<file path="src/sv/wsfsg_pkg.sv">
// Package for the WS2812 frame slot generator.
// Holds sizes, opcode and state codes, and the controller/datapath structs.
// No dependencies.
package wsfsg_pkg;

   localparam int LED_COUNT         = 256;
   localparam int LED_AW            = $clog2(LED_COUNT);
   localparam int LEAD_RESET_SLOTS  = 50;
   localparam int TRAIL_RESET_SLOTS = 50;
   localparam int BITS_PER_LED      = 24;
   localparam int COLOR_W           = 24;
   localparam int BIT_W             = 5;
   localparam int SLOT_CNT_W        = 8;
   localparam int DUTY_W            = 8;
   localparam int CSR_IDX_W         = 1;
   localparam int ZERO_DUTY_RESET   = 15;
   localparam int ONE_DUTY_RESET    = 30;

   typedef enum logic [2:0] {
      OP_SET_LED    = 3'd0,
      OP_SET_ALL    = 3'd1,
      OP_FILL_BLACK = 3'd2,
      OP_FILL_WHITE = 3'd3,
      OP_CLEAR      = 3'd4,
      OP_START      = 3'd5,
      OP_TICK       = 3'd6
   } opcode_type;

   typedef enum logic [CSR_IDX_W-1:0] {
      CSR_ZERO_DUTY = 1'b0,
      CSR_ONE_DUTY  = 1'b1
   } csr_index_type;

   typedef enum logic [1:0] {
      ST_IDLE,
      ST_SWEEP,
      ST_EMIT
   } ctl_state_type;

   typedef enum logic [1:0] {
      PH_LEAD,
      PH_DATA,
      PH_END,
      PH_TRAIL
   } phase_type;

   typedef struct packed {
      logic set_led;
      logic sweep_begin;
      logic sweep_step;
      logic start_frame;
      logic emit;
   } dp_cmd_type;

   typedef struct packed {
      logic frame_active;
      logic sweep_done;
      logic rsp_free;
   } dp_sts_type;

endpackage

</file>
<file path="src/sv/wsfsg_ctl.sv">
// Controller for the WS2812 frame slot generator.
// Decodes accepted requests into datapath commands; uses wsfsg_pkg.
module wsfsg_ctl
   import wsfsg_pkg::*;
(
   input  logic       clock,
   input  logic       reset,
   input  logic       req_valid,
   output logic       req_ready,
   input  logic [2:0] req_opcode,
   input  dp_sts_type sts,
   output dp_cmd_type cmd
);

   ctl_state_type state_ff, state_in;

   always_ff @(posedge clock) begin
      if (reset) begin
         state_ff <= ST_IDLE;
      end else begin
         state_ff <= state_in;
      end
   end

   always_comb begin
      state_in  = state_ff;
      cmd       = '0;
      req_ready = 1'b0;
      unique case (state_ff)
         ST_IDLE: begin
            req_ready = 1'b1;
            if (req_valid) begin
               unique case (opcode_type'(req_opcode)) inside
                  OP_SET_LED: cmd.set_led = 1'b1;
                  OP_SET_ALL, OP_FILL_BLACK, OP_FILL_WHITE, OP_CLEAR: begin
                     cmd.sweep_begin = 1'b1;
                     state_in        = ST_SWEEP;
                  end
                  OP_START: cmd.start_frame = 1'b1;
                  OP_TICK: begin
                     if (sts.frame_active) begin
                        state_in = ST_EMIT;
                     end
                  end
                  default: ;
               endcase
            end
         end
         ST_SWEEP: begin
            cmd.sweep_step = 1'b1;
            if (sts.sweep_done) begin
               state_in = ST_IDLE;
            end
         end
         ST_EMIT: begin
            if (sts.rsp_free) begin
               cmd.emit = 1'b1;
               state_in = ST_IDLE;
            end
         end
         default: state_in = ST_IDLE;
      endcase
   end

endmodule

</file>
<file path="config.mk">
export PLATFORM = sky130hd
export DESIGN_NAME = wsfsg_ctl
export DESIGN_NICKNAME = d
export VERILOG_FILES = /design/src/sv/wsfsg_pkg.sv /design/src/sv/wsfsg_ctl.sv
export SDC_FILE = /design/constraint.sdc
export NUM_CORES = 1
export LEC_CHECK = 0
export BUFFER_PORTS_ARGS = -buffer_cell sky130_fd_sc_hd__buf_2
export CAP_MARGIN = 10
export CELL_PAD_IN_SITES_DETAIL_PLACEMENT = 0
export CELL_PAD_IN_SITES_GLOBAL_PLACEMENT = 1
export CORE_AREA = 2 2 39 41
export CTS_CLUSTER_DIAMETER = 120
export CTS_CLUSTER_SIZE = 8
export DETAILED_ROUTE_END_ITERATION = 10
export DIE_AREA = 0 0 41 43
export GPL_TIMING_DRIVEN = 0
export PLACE_DENSITY = 0.49
export SETUP_SLACK_MARGIN = 0.3
export SLEW_MARGIN = 20
export SYNTH_ARGS = -nofsm -noshare
export SYNTH_HDL_FRONTEND = slang
export SYNTH_SLANG_ARGS = --single-unit
</file>
<file path="constraint.sdc">
create_clock -name clock -period 2.32 [get_ports clock]
set_clock_uncertainty 0.15 [all_clocks]
set_input_delay 0.348 -clock clock [delete_from_list [all_inputs] [get_ports clock]]
set_output_delay 0.348 -clock clock [all_outputs]
set_load 0.05 [all_outputs]
</file>
Word-level counts from Yosys, hierarchy flattened
Cells that the tools add are included.
{ "totals": {"input_bits": 9, "regBits": 2, "word_cells": 35} }
{ "op_classes": {"n_eq_ne": 13, "n_mux": 17, "n_reduce_logical": 4} }
{ "ops": {"columns": ["op", "n"], "rows": [
  ["$mux W2", 6],
  ["$eq A3 B3 Y1 const B", 3],
  ["$mux W1", 9],
  ["$eq A3 B2 Y1 const B", 2],
  ["$ne A2 B2 Y1 const B", 3],
  ["$pmux W2 S3", 1],
  ["$reduce_and A5 Y1", 1],
  ["$pmux W2 S2", 1],
  ["$reduce_or A4 Y1", 1],
  ["$eq A3 B1 Y1 const B", 1],
  ["$logic_not A3 Y1", 1],
  ["$ne A3 B2 Y1 const B", 1],
  ["$ne A3 B3 Y1 const B", 1],
  ["$eq A2 B1 Y1 const B", 1],
  ["$eq A2 B2 Y1 const B", 1],
  ["$logic_not A2 Y1", 1]
]} }

Logic depth before layout (Yosys ltp)
Gate-level depths: netlist (run 1).
{ "depth": {"depth_word": 5, "depth_mapped": 3, "depth_no_buf": 3} }

Worst setup path before layout (run 1)
No wires, ideal clock.
{ "synth_path": {"path_type": "register to output", "startpoint": "reg state_ff[0]", "endpoint": "out cmd[4] (netlist name)", "path_stages_with_launch": 4, "path_buffers": 0, "required_time_ns": 1.822, "slack_ns": -0.624, "arrival_time_ns": 2.446, "cell_sequence": "dfxtp_1 nor2_2 nand2_1 nor4_1"} }
{ "synth_rtl": {"columns": ["element", "line_no", "source"], "rows": [
  ["from (decl)", "wsfsg_ctl.sv:15", "ctl_state_type state_ff, state_in;"],
  ["from (signal assigned)", "wsfsg_ctl.sv:21", "state_ff <= state_in;"],
  ["to (decl)", "wsfsg_ctl.sv:12", "output dp_cmd_type cmd"]
]} }

==> results.txt, run 1 <==
routability cong. - 0.6037
# IOs - 15
Pleak - 0.1439 nW
largest net degree at the start of global routing - 6
Async SR Flop Fraction - 0%
Warnings, synthesis - 0
Max Fanout on Critical Path - 4
maximum clock insertion buffer count - 2
root buffer cell - clkbuf_4
R2R Path End - state_ff[1]
Hold WC Path Type - primary input to flip-flop
area of the multi-input gates - 131.4 sq um
post-layout min period - 1.903 ns
Seq/Total Area, Yosys - 28.32%
Syn Area/Cell - 7.069 sq um
worst reg2reg path depth - 3
post-synth cell types - 12
DR pass1 iterations - 4
fraction of layout cells with a size suffix above 1 - 56.76%
Max Clk Rate - 0.5256 GHz
Yosys top cell area share - 28.32%
Synth Flop Type - dfxtp_1
Largest register FFs - 2
FF-to-FF setup slack - 1.18 ns
critical setup path kind - flip-flop to output port
ANT nets after route - 0
Arr. time, crit path - 1.40 ns
register area - 40.04 sq um
Synth Register Bits - 2
Post-Syn Instances - 20
Reg2Reg Launch Point - state_ff[1]
CTS Hold Bufs - 0
Final Hold Vio Count - 0
Pwr Total - 0.1687 mW
Post-synth EDFFs - 0
Worst Setup End Kind - output port
post-DP HPWL - 400.6 um
unrepaired setup endpoints after global routing - false
Fillers - 161
total of max-cap violations - 0
Mapped Area - 141.4 sq um
post_cts resized - 0
Synth area leader - dfxtp_1
startpoint types - flip-flop
global route overflow - 0
DRC - 0
Worst-Skew Late Latency - 0.22 ns
vias per cell - 3.755
Starting DRT DRC Count - 9
Clk pin slew, worst setup/hold paths - 0.03 ns
Post-CTS Setup Bufs - 0
Starting Density - 10.22%
CTS tree - done
Total GRT Usage - 7.515%
pwr dens - 586.1 nW/um^2
setup TNS - 0 ns
Largest regs - state_ff: 2 flops
Die Area - 1763 sq um
Req. time, crit path - 1.82 ns
Synth top cells by count - nand2_1, nor2_1, dfxtp_1, nor3_1
final wirelength - 494 um
core area - 1384 sq um
most flop-heavy register - state_ff
main area contributors after synthesis - dfxtp_1, nand2_1, nor2_1
crit path launch - state_ff[0]
total CTS buffers - 3
Final nets - 48
first-pass GRT wire length - 821 um
CTS Sinks - 2
Synth Net Count - 29
Slew headroom - 80.91%
initial antenna violation count - 0
routed vias - 199
antenna diode instance count - 0
CTS H-Tree Depth - 1
Area Growth Syn to Fin - 103.5%
Slew @ Worst Pin - 0.2857 ns
Site Rows - 14
count of port buffers added during placement - 14
Critical Path End - cmd[4]
die width - 41 um
vias in the first global route - 205
Final Setup Violations - 0
Slew Viols, Final - 0
status - finished clean
period utilization - 82.01%
Die Span Y - 43 um
WL/cell - 9.321 um
Worst IR Drop VDD - 0.1454 mV
-- how the worst min path moves through the flow --
stage	startpoint	end	cells past startpoint
floorplan	reset	state_ff[1]	1
global placement	state_ff[0]	state_ff[1]	1
detailed placement	state_ff[0]	state_ff[1]	1
CTS	reset	state_ff[1]	2
global route	reset	state_ff[1]	2
finish	reset	state_ff[1]	2
-- placed cells by master, fill, tap and decap left out, drive strengths merged --
cell,count
nor2,5
xor2,1
a32oi,1
dfxtp,2
nor4,1
buf,14
nand2,4
and2b,1
nor3,2
and4bb,1
inv,1
clkbuf,3
o31ai,1
-- metal layers --
metal / up-vias / GRT usage, % / part of all wire [%]
li1: 106 / - / -
met1: 76 / 10.54 / 45
met2: 17 / 8.438 / 37
met3: 0 / 1.571 / 18
met4: 0 / 8.000 / 0
met5: - / 0 / 0
-- metrics by stage --
step / hold WS (ns) / instance area, sq um / utilization, % / setup WS, ns / instances
after CTS: 0.1669 / 287.8 / 20.80 / 0.3804 / 53
after floorplan: 0.2748 / 175.2 / - / 0.3005 / 20
after detailed placement: 0.3829 / 265.3 / 19.17 / 0.6280 / 50
final: 0.1769 / 287.8 / 20.80 / 0.4174 / 53
after global placement: 0.3867 / 265.3 / 19.17 / 0.6268 / 50
after global routing: 0.1769 / 287.8 / 20.80 / 0.3245 / 53
-- logic make-up after synthesis --
group / Yosys count / share of synthesized area [%]
compound gates: 2 / 11.51
buf+inv: 1 / 2.652
xor+xnor: 1 / 6.196
simple gates: 14 / 51.33
flops: 2 / 28.32
-- report_power, final --
| part | internal (mW) | switching (mW) |
|---|---|---|
| Clock | 0.0571 | 0.0200 |
| Sequential | 0.0363 | 0.00235 |
| Combinational | 0.0156 | 0.0373 |
-- critical path, stage by stage, from the launching register on --
cell	delay [ns]
dfxtp_1	0.34
nor2_4	0.12
nand2_1	0.18
nor4_4	0.24
buf_2	0.29
-- layout make-up --
cell class,instances,share of cell area (%)
inverters,1,1.304
multi-input cells,17,45.65
well taps,16,6.957
flip-flops and latches,2,13.91
repair buffers,14,24.35
clock buffers,3,7.826
(Power assumes the default switching activity.)
==> run 2: changes to the inputs <==
--- a/config.mk
+++ b/config.mk
@@ -15,7 +15,7 @@
 export DETAILED_ROUTE_END_ITERATION = 10
 export DIE_AREA = 0 0 41 43
 export GPL_TIMING_DRIVEN = 0
-export PLACE_DENSITY = 0.49
+export PLACE_DENSITY = 0.51
 export SETUP_SLACK_MARGIN = 0.3
 export SLEW_MARGIN = 20
 export SYNTH_ARGS = -nofsm -noshare
==> constraint.sdc (replaced) <==
create_clock -name clock -period 1.6 [get_ports clock]
set_clock_uncertainty 0.15 [all_clocks]
set_input_delay 0.24 -clock clock [delete_from_list [all_inputs] [get_ports clock]]
set_output_delay 0.24 -clock clock [all_outputs]
set_load 0.05 [all_outputs]
==> results.txt, run 2 (synthesis gave the netlist of run 1 again) <==
status - finished clean
fin area - 436.7 sq um (+52%)
count of port buffers added during placement - 14 (unchanged)
clock share of power - 37.8% (-7.9 points)
most common cell after layout, fill and taps aside - buf_2
Pwr Total - 0.2874 mW (+70%)
Arr. time, crit path - 1.12 ns (-0.28 ns)
Slew headroom - 84.62% (+3.7 points)
CTS tree - done
Hold WC Path Type - primary input to flip-flop
Worst-Skew Late Latency - 0.22 ns (about the same)
Clk pin slew, worst setup/hold paths - 0.03 ns (about the same)
vias per cell - 3.887 (+3.5%)
post-layout min period - 1.514 ns
Site Rows - 14 (unchanged)
maximum clock insertion buffer count - 2 (unchanged)
CTS H-Tree Depth - 1 (unchanged)
ANT nets after route - 0 (unchanged)
startpoint types - flip-flop
routability cong. - 0.5991 (-0.76%)
Slew Viols, Final - 0 (unchanged)
Largest register FFs - 2 (unchanged)
largest net degree at the start of global routing - 6 (unchanged)
DRC - 0 (unchanged)
vias in the first global route - 241 (+18%)
Placed Area - 276.5 sq um (+4.2%)
Starting Density - 10.22% (unchanged)
final wirelength - 603 um (+22%)
cell internal pwr - 0.1923 mW (+76%)
total CTS buffers - 3 (unchanged)
global route overflow - 0 (unchanged)
final hold slack - 0.06397 ns (-0.1129 ns)
Final Setup Violations - 0 (unchanged)
CTS Sinks - 2 (unchanged)
# IOs - 15 (unchanged)
die width - 41 um (unchanged)
fraction of layout cells with a size suffix above 1 - 76.09% (+19 points)
Total GRT Usage - 8.124% (+0.61 points)
Max Fanout on Critical Path - 4 (unchanged)
most frequent cells in the layout - buf_2, buf_6, buf_4
Comb power frac - 43.5% (+12 points)
Largest regs - state_ff: 2 flops
total of max-cap violations - 0 (unchanged)
unrepaired setup endpoints after global routing - true
DP Worst Slack - 0.1485 ns (-0.4794 ns)
Starting DRT DRC Count - 1 (-8)
Sw Share - 33.08% (-2.3 points)
Worst Setup End Kind - output port
critical setup path kind - flip-flop to output port
Slew @ Worst Pin - 0.2300 ns (-0.05568 ns)
most flop-heavy register - state_ff
PnR worst setup slack - 0.08564 ns (-0.3318 ns)
Die Area - 1763 sq um (unchanged)
Psw - 0.09507 mW (+59%)
antenna diode instance count - 0 (unchanged)
DR pass1 iterations - 4 (unchanged)
Fillers - 150 (-6.8%)
area of the multi-input gates - 148.9 sq um (+13%)
pwr dens - 658.2 nW/um^2 (+12%)
Pleak - 0.2051 nW (+43%)
Max Clk Rate - 0.6603 GHz
first-pass GRT wire length - 945 um (+15%)
Seq pwr share - 18.7% (-4.2 points)
root buffer cell - clkbuf_4
initial antenna violation count - 0 (unchanged)
core area - 1384 sq um (unchanged)
period utilization - 94.65%
post-DP HPWL - 407.2 um (+1.6%)
Req. time, crit path - 1.21 ns (-0.61 ns)
WL/cell - 9.726 um (+4.3%)
Area Growth Syn to Fin - 208.8%
Die Span Y - 43 um (unchanged)
Worst IR Drop VDD - 0.2189 mV (+51%)
Final Hold Vio Count - 0 (unchanged)
Final nets - 57 (+19%)
routed vias - 241 (+21%)
register area - 47.55 sq um (+19%)
-- run 2: changes by cell type in the layout (fill, tap and decap cells not counted), sizes merged --
cell  before  now
buf       14   23
-- run 2: cell type report --
class                   count  area share (%)
multi-input cells          17           34.10
flip-flops and latches      2           10.89
clock buffers               3           5.158
well taps                  16           4.585
inverters                   1          0.8596
repair buffers             23           44.41
-- run 2: stage by stage --
step	utilization [%]	setup TNS (ns)	cells
after global placement	19.98	0	50
final	31.56	0	62
after CTS	29.20	0	59
after global routing	31.56	0	62
after detailed placement	19.98	0	50
after floorplan	-	-0.2800	20
-- run 2: final timing paths --
check	start	to	slack, ns	depth (start not counted)
worst max-delay path	state_ff[0]	cmd[4]	0.09	4
worst min-delay path	reset	state_ff[1]	0.06	2
worst max register to register	state_ff[1]	state_ff[0]	0.29	6
worst min register to register	state_ff[0]	state_ff[1]	0.39	2
-- run 2: per-layer routing --
layer / up-vias / track usage, % / part of all wire (%)
met4: 0 / 6.000 / 0
li1: 124 / - / -
met1: 102 / 10.26 / 48
met3: 0 / 3.665 / 13
met5: - / 0 / 0
met2: 15 / 10.31 / 39
-- run 2: power groups by stage --
stage / clock network (mW) / logic (mW) / registers (mW)
after CTS: 0.119 / 0.117 / 0.0533
after detailed placement: 0 / 0.0799 / 0.0571
after global routing: 0.121 / 0.132 / 0.0539
after floorplan: 0 / 0.0525 / 0.0565
final: 0.109 / 0.125 / 0.0538
after global placement: 0 / 0.0806 / 0.0572
-- run 2: what timing repair did --
item / in CTS / in global routing
buffers inserted: 6 / 3
endpoints found under the setup margin: 6 / 6
resized for setup: 19 / 3
pin swaps: 4 / 1
hold buffers: 0 / 0
-- run 2: critical path: stages (launching register included) --
cell and delay [ns]:
dfxtp_4 0.34, nor2_4 0.14, nand2_4 0.09, nor4_4 0.15, buf_6 0.19
==> run 3: changes to the inputs <==
--- a/config.mk
+++ b/config.mk
@@ -15,7 +15,9 @@
 export DETAILED_ROUTE_END_ITERATION = 10
 export DIE_AREA = 0 0 41 43
 export GPL_TIMING_DRIVEN = 0
-export PLACE_DENSITY = 0.51
+export PLACE_DENSITY = 0.49
+export RECOVER_POWER = 100
+export REMOVE_ABC_BUFFERS = 1
 export SETUP_SLACK_MARGIN = 0.3
 export SLEW_MARGIN = 20
 export SYNTH_ARGS = -nofsm -noshare
==> constraint.sdc (replaced) <==
create_clock -name clock -period 1.55 [get_ports clock]
set_clock_uncertainty 0.15 [all_clocks]
set_input_delay 0.2325 -clock clock [delete_from_list [all_inputs] [get_ports clock]]
set_output_delay 0.2325 -clock clock [all_outputs]
set_load 0.05 [all_outputs]
==> results.txt, run 3 (synthesis gave the netlist of run 1 again) <==
status - finished clean
DP Worst Slack - 0.1336 ns (-0.01499 ns)
total of max-cap violations - 0 (unchanged)
Pleak - 0.1660 nW (-19%)
WP buf/inv - 2 (+1)
Largest register FFs - 2 (unchanged)
routed vias - 218 (-9.5%)
area of the multi-input gates - 145.1 sq um (-2.5%)
placed cell count - 50 (unchanged)
CTS Sinks - 2 (unchanged)
Die Span Y - 43 um (unchanged)
# IOs - 15 (unchanged)
total CTS buffers - 3 (unchanged)
Worst-Skew Late Latency - 0.23 ns (about the same)
first-pass GRT wire length - 834 um (-12%)
Slew @ Worst Pin - 0.2476 ns (+0.01762 ns)
Fillers - 164 (+9.3%)
Largest regs - state_ff: 2 flops
CP cell instances - nor2_4, nand2_4, buf_6, nor2_4, buf_6
Final nets - 51 (-11%)
largest net degree at the start of global routing - 6 (unchanged)
CTS tree - done
Comb power frac - 37.6% (-5.9 points)
critical setup path kind - flip-flop to output port
CP max stage delay - 0.35 ns (about the same)
global route overflow - 0 (unchanged)
Placed Area - 231.5 sq um (-16%)
PnR worst setup slack - 0.03939 ns (-0.04625 ns)
Slew Viols, Final - 0 (unchanged)
Sw Share - 34.75% (+1.7 points)
most flop-heavy register - state_ff
Site Rows - 14 (unchanged)
Arr. time, crit path - 1.13 ns (about the same)
antenna diode instance count - 0 (unchanged)
startpoint types - flip-flop
FF-to-FF setup slack - 0.32 ns (+0.03 ns)
routability cong. - 0.6230 (+4.0%)
fraction of layout cells with a size suffix above 1 - 70.00% (-6.1 points)
final hold slack - 0.04654 ns (-0.01743 ns)
Die Area - 1763 sq um (unchanged)
Final Hold Vio Count - 0 (unchanged)
DRC - 0 (unchanged)
Clk pin slew, worst setup/hold paths - 0.03 ns (about the same)
pwr dens - 752.6 nW/um^2 (+14%)
count of port buffers added during placement - 14 (unchanged)
core area - 1384 sq um (unchanged)
maximum clock insertion buffer count - 2 (unchanged)
ANT nets after route - 0 (unchanged)
Max Fanout on Critical Path - 4 (unchanged)
root buffer cell - clkbuf_4
Starting Density - 10.22% (unchanged)
post-DP HPWL - 388.9 um (-4.5%)
vias in the first global route - 199 (-17%)
cell internal pwr - 0.1800 mW (-6.4%)
slowest cell on the critical path - dfxtp_4
most common cell after layout, fill and taps aside - buf_2
clock share of power - 42.1% (+4.3 points)
Total GRT Usage - 7.808% (-0.32 points)
Req. time, crit path - 1.17 ns (-0.04 ns)
Non-Filler Instances - 56 (-9.7%)
die width - 41 um (unchanged)
Slew headroom - 83.61% (-1.0 points)
Core Util, Final - 26.49% (-5.1 points)
Pwr Total - 0.2759 mW (-4.0%)
register area - 47.55 sq um (unchanged)
Hold WC Path Type - primary input to flip-flop
fin area - 366.6 sq um (-16%)
Starting DRT DRC Count - 0 (-1)
most frequent cells in the layout - buf_2, buf_6, nor2_1, nand2_1, clkbuf_4
Final Setup Violations - 0 (unchanged)
Worst IR Drop VDD - 0.1781 mV (-19%)
Max Clk Rate - 0.6620 GHz
setup TNS - 0 ns (unchanged)
final wirelength - 524 um (-13%)
unrepaired setup endpoints after global routing - true
Worst Setup End Kind - output port
Area Growth Syn to Fin - 159.3%
DR pass1 iterations - 1 (-3)
Seq pwr share - 20.3% (+1.6 points)
vias per cell - 3.893 (+0.15%)
CTS H-Tree Depth - 1 (unchanged)
period utilization - 97.46%
Psw - 0.09588 mW (+0.85%)
post-layout min period - 1.511 ns
initial antenna violation count - 0 (unchanged)
crit-path leading delay family - flip-flops
WL/cell - 9.357 um (-3.8%)
## run 3: cell count changes in the layout (fill, tap and decap cells not counted), sizes merged
cell / delta
buf: -6
## run 3: per-layer routing
metal	up-vias	wire, um	global-route usage, %
met5	-	0	0
met4	0	0	6.000
met3	0	26	6.283
met2	4	318	10.63
met1	103	179	7.325
li1	111	-	-
## run 3: power by group through the flow
stage               clock network [mW]  logic, mW  registers [mW]
floorplan                            0     0.0452          0.0571
global placement                     0     0.0703          0.0577
detailed placement                   0     0.0699          0.0576
CTS                              0.124     0.0856          0.0567
global route                     0.134      0.110          0.0567
finish                           0.116      0.104          0.0561
## run 3: what timing repair did
action	in CTS	in global routing
setup buffers	1	2
gates resized for setup	16	8
endpoints found under the setup margin	6	6
pin swaps	1	1
hold buffers	0	0
## run 3: worst paths after layout
kind	from	endpoint	depth (start not counted)
setup / recovery	state_ff[0]	cmd[3]	5
hold / removal	reset	state_ff[1]	2
setup reg to reg	state_ff[0]	state_ff[0]	5
hold reg to reg	state_ff[0]	state_ff[1]	1
## run 3: worst register-to-register path, cell delays in order (launching register included)
cell	delay, ns
dfxtp_4	0.35
nor2_4	0.13
nand2_4	0.08
buf_6	0.12
buf_4	0.12
o31ai_1	0.19
## run 3: area by class of cell
| class | instances | area share (%) |
|---|---|---|
| sequential | 2 | 12.97 |
| inverter | 1 | 1.024 |
| tap | 16 | 5.461 |
| multi-input combinational | 17 | 39.59 |
| clock buffer | 3 | 6.143 |
| timing repair buffer | 17 | 34.81 |
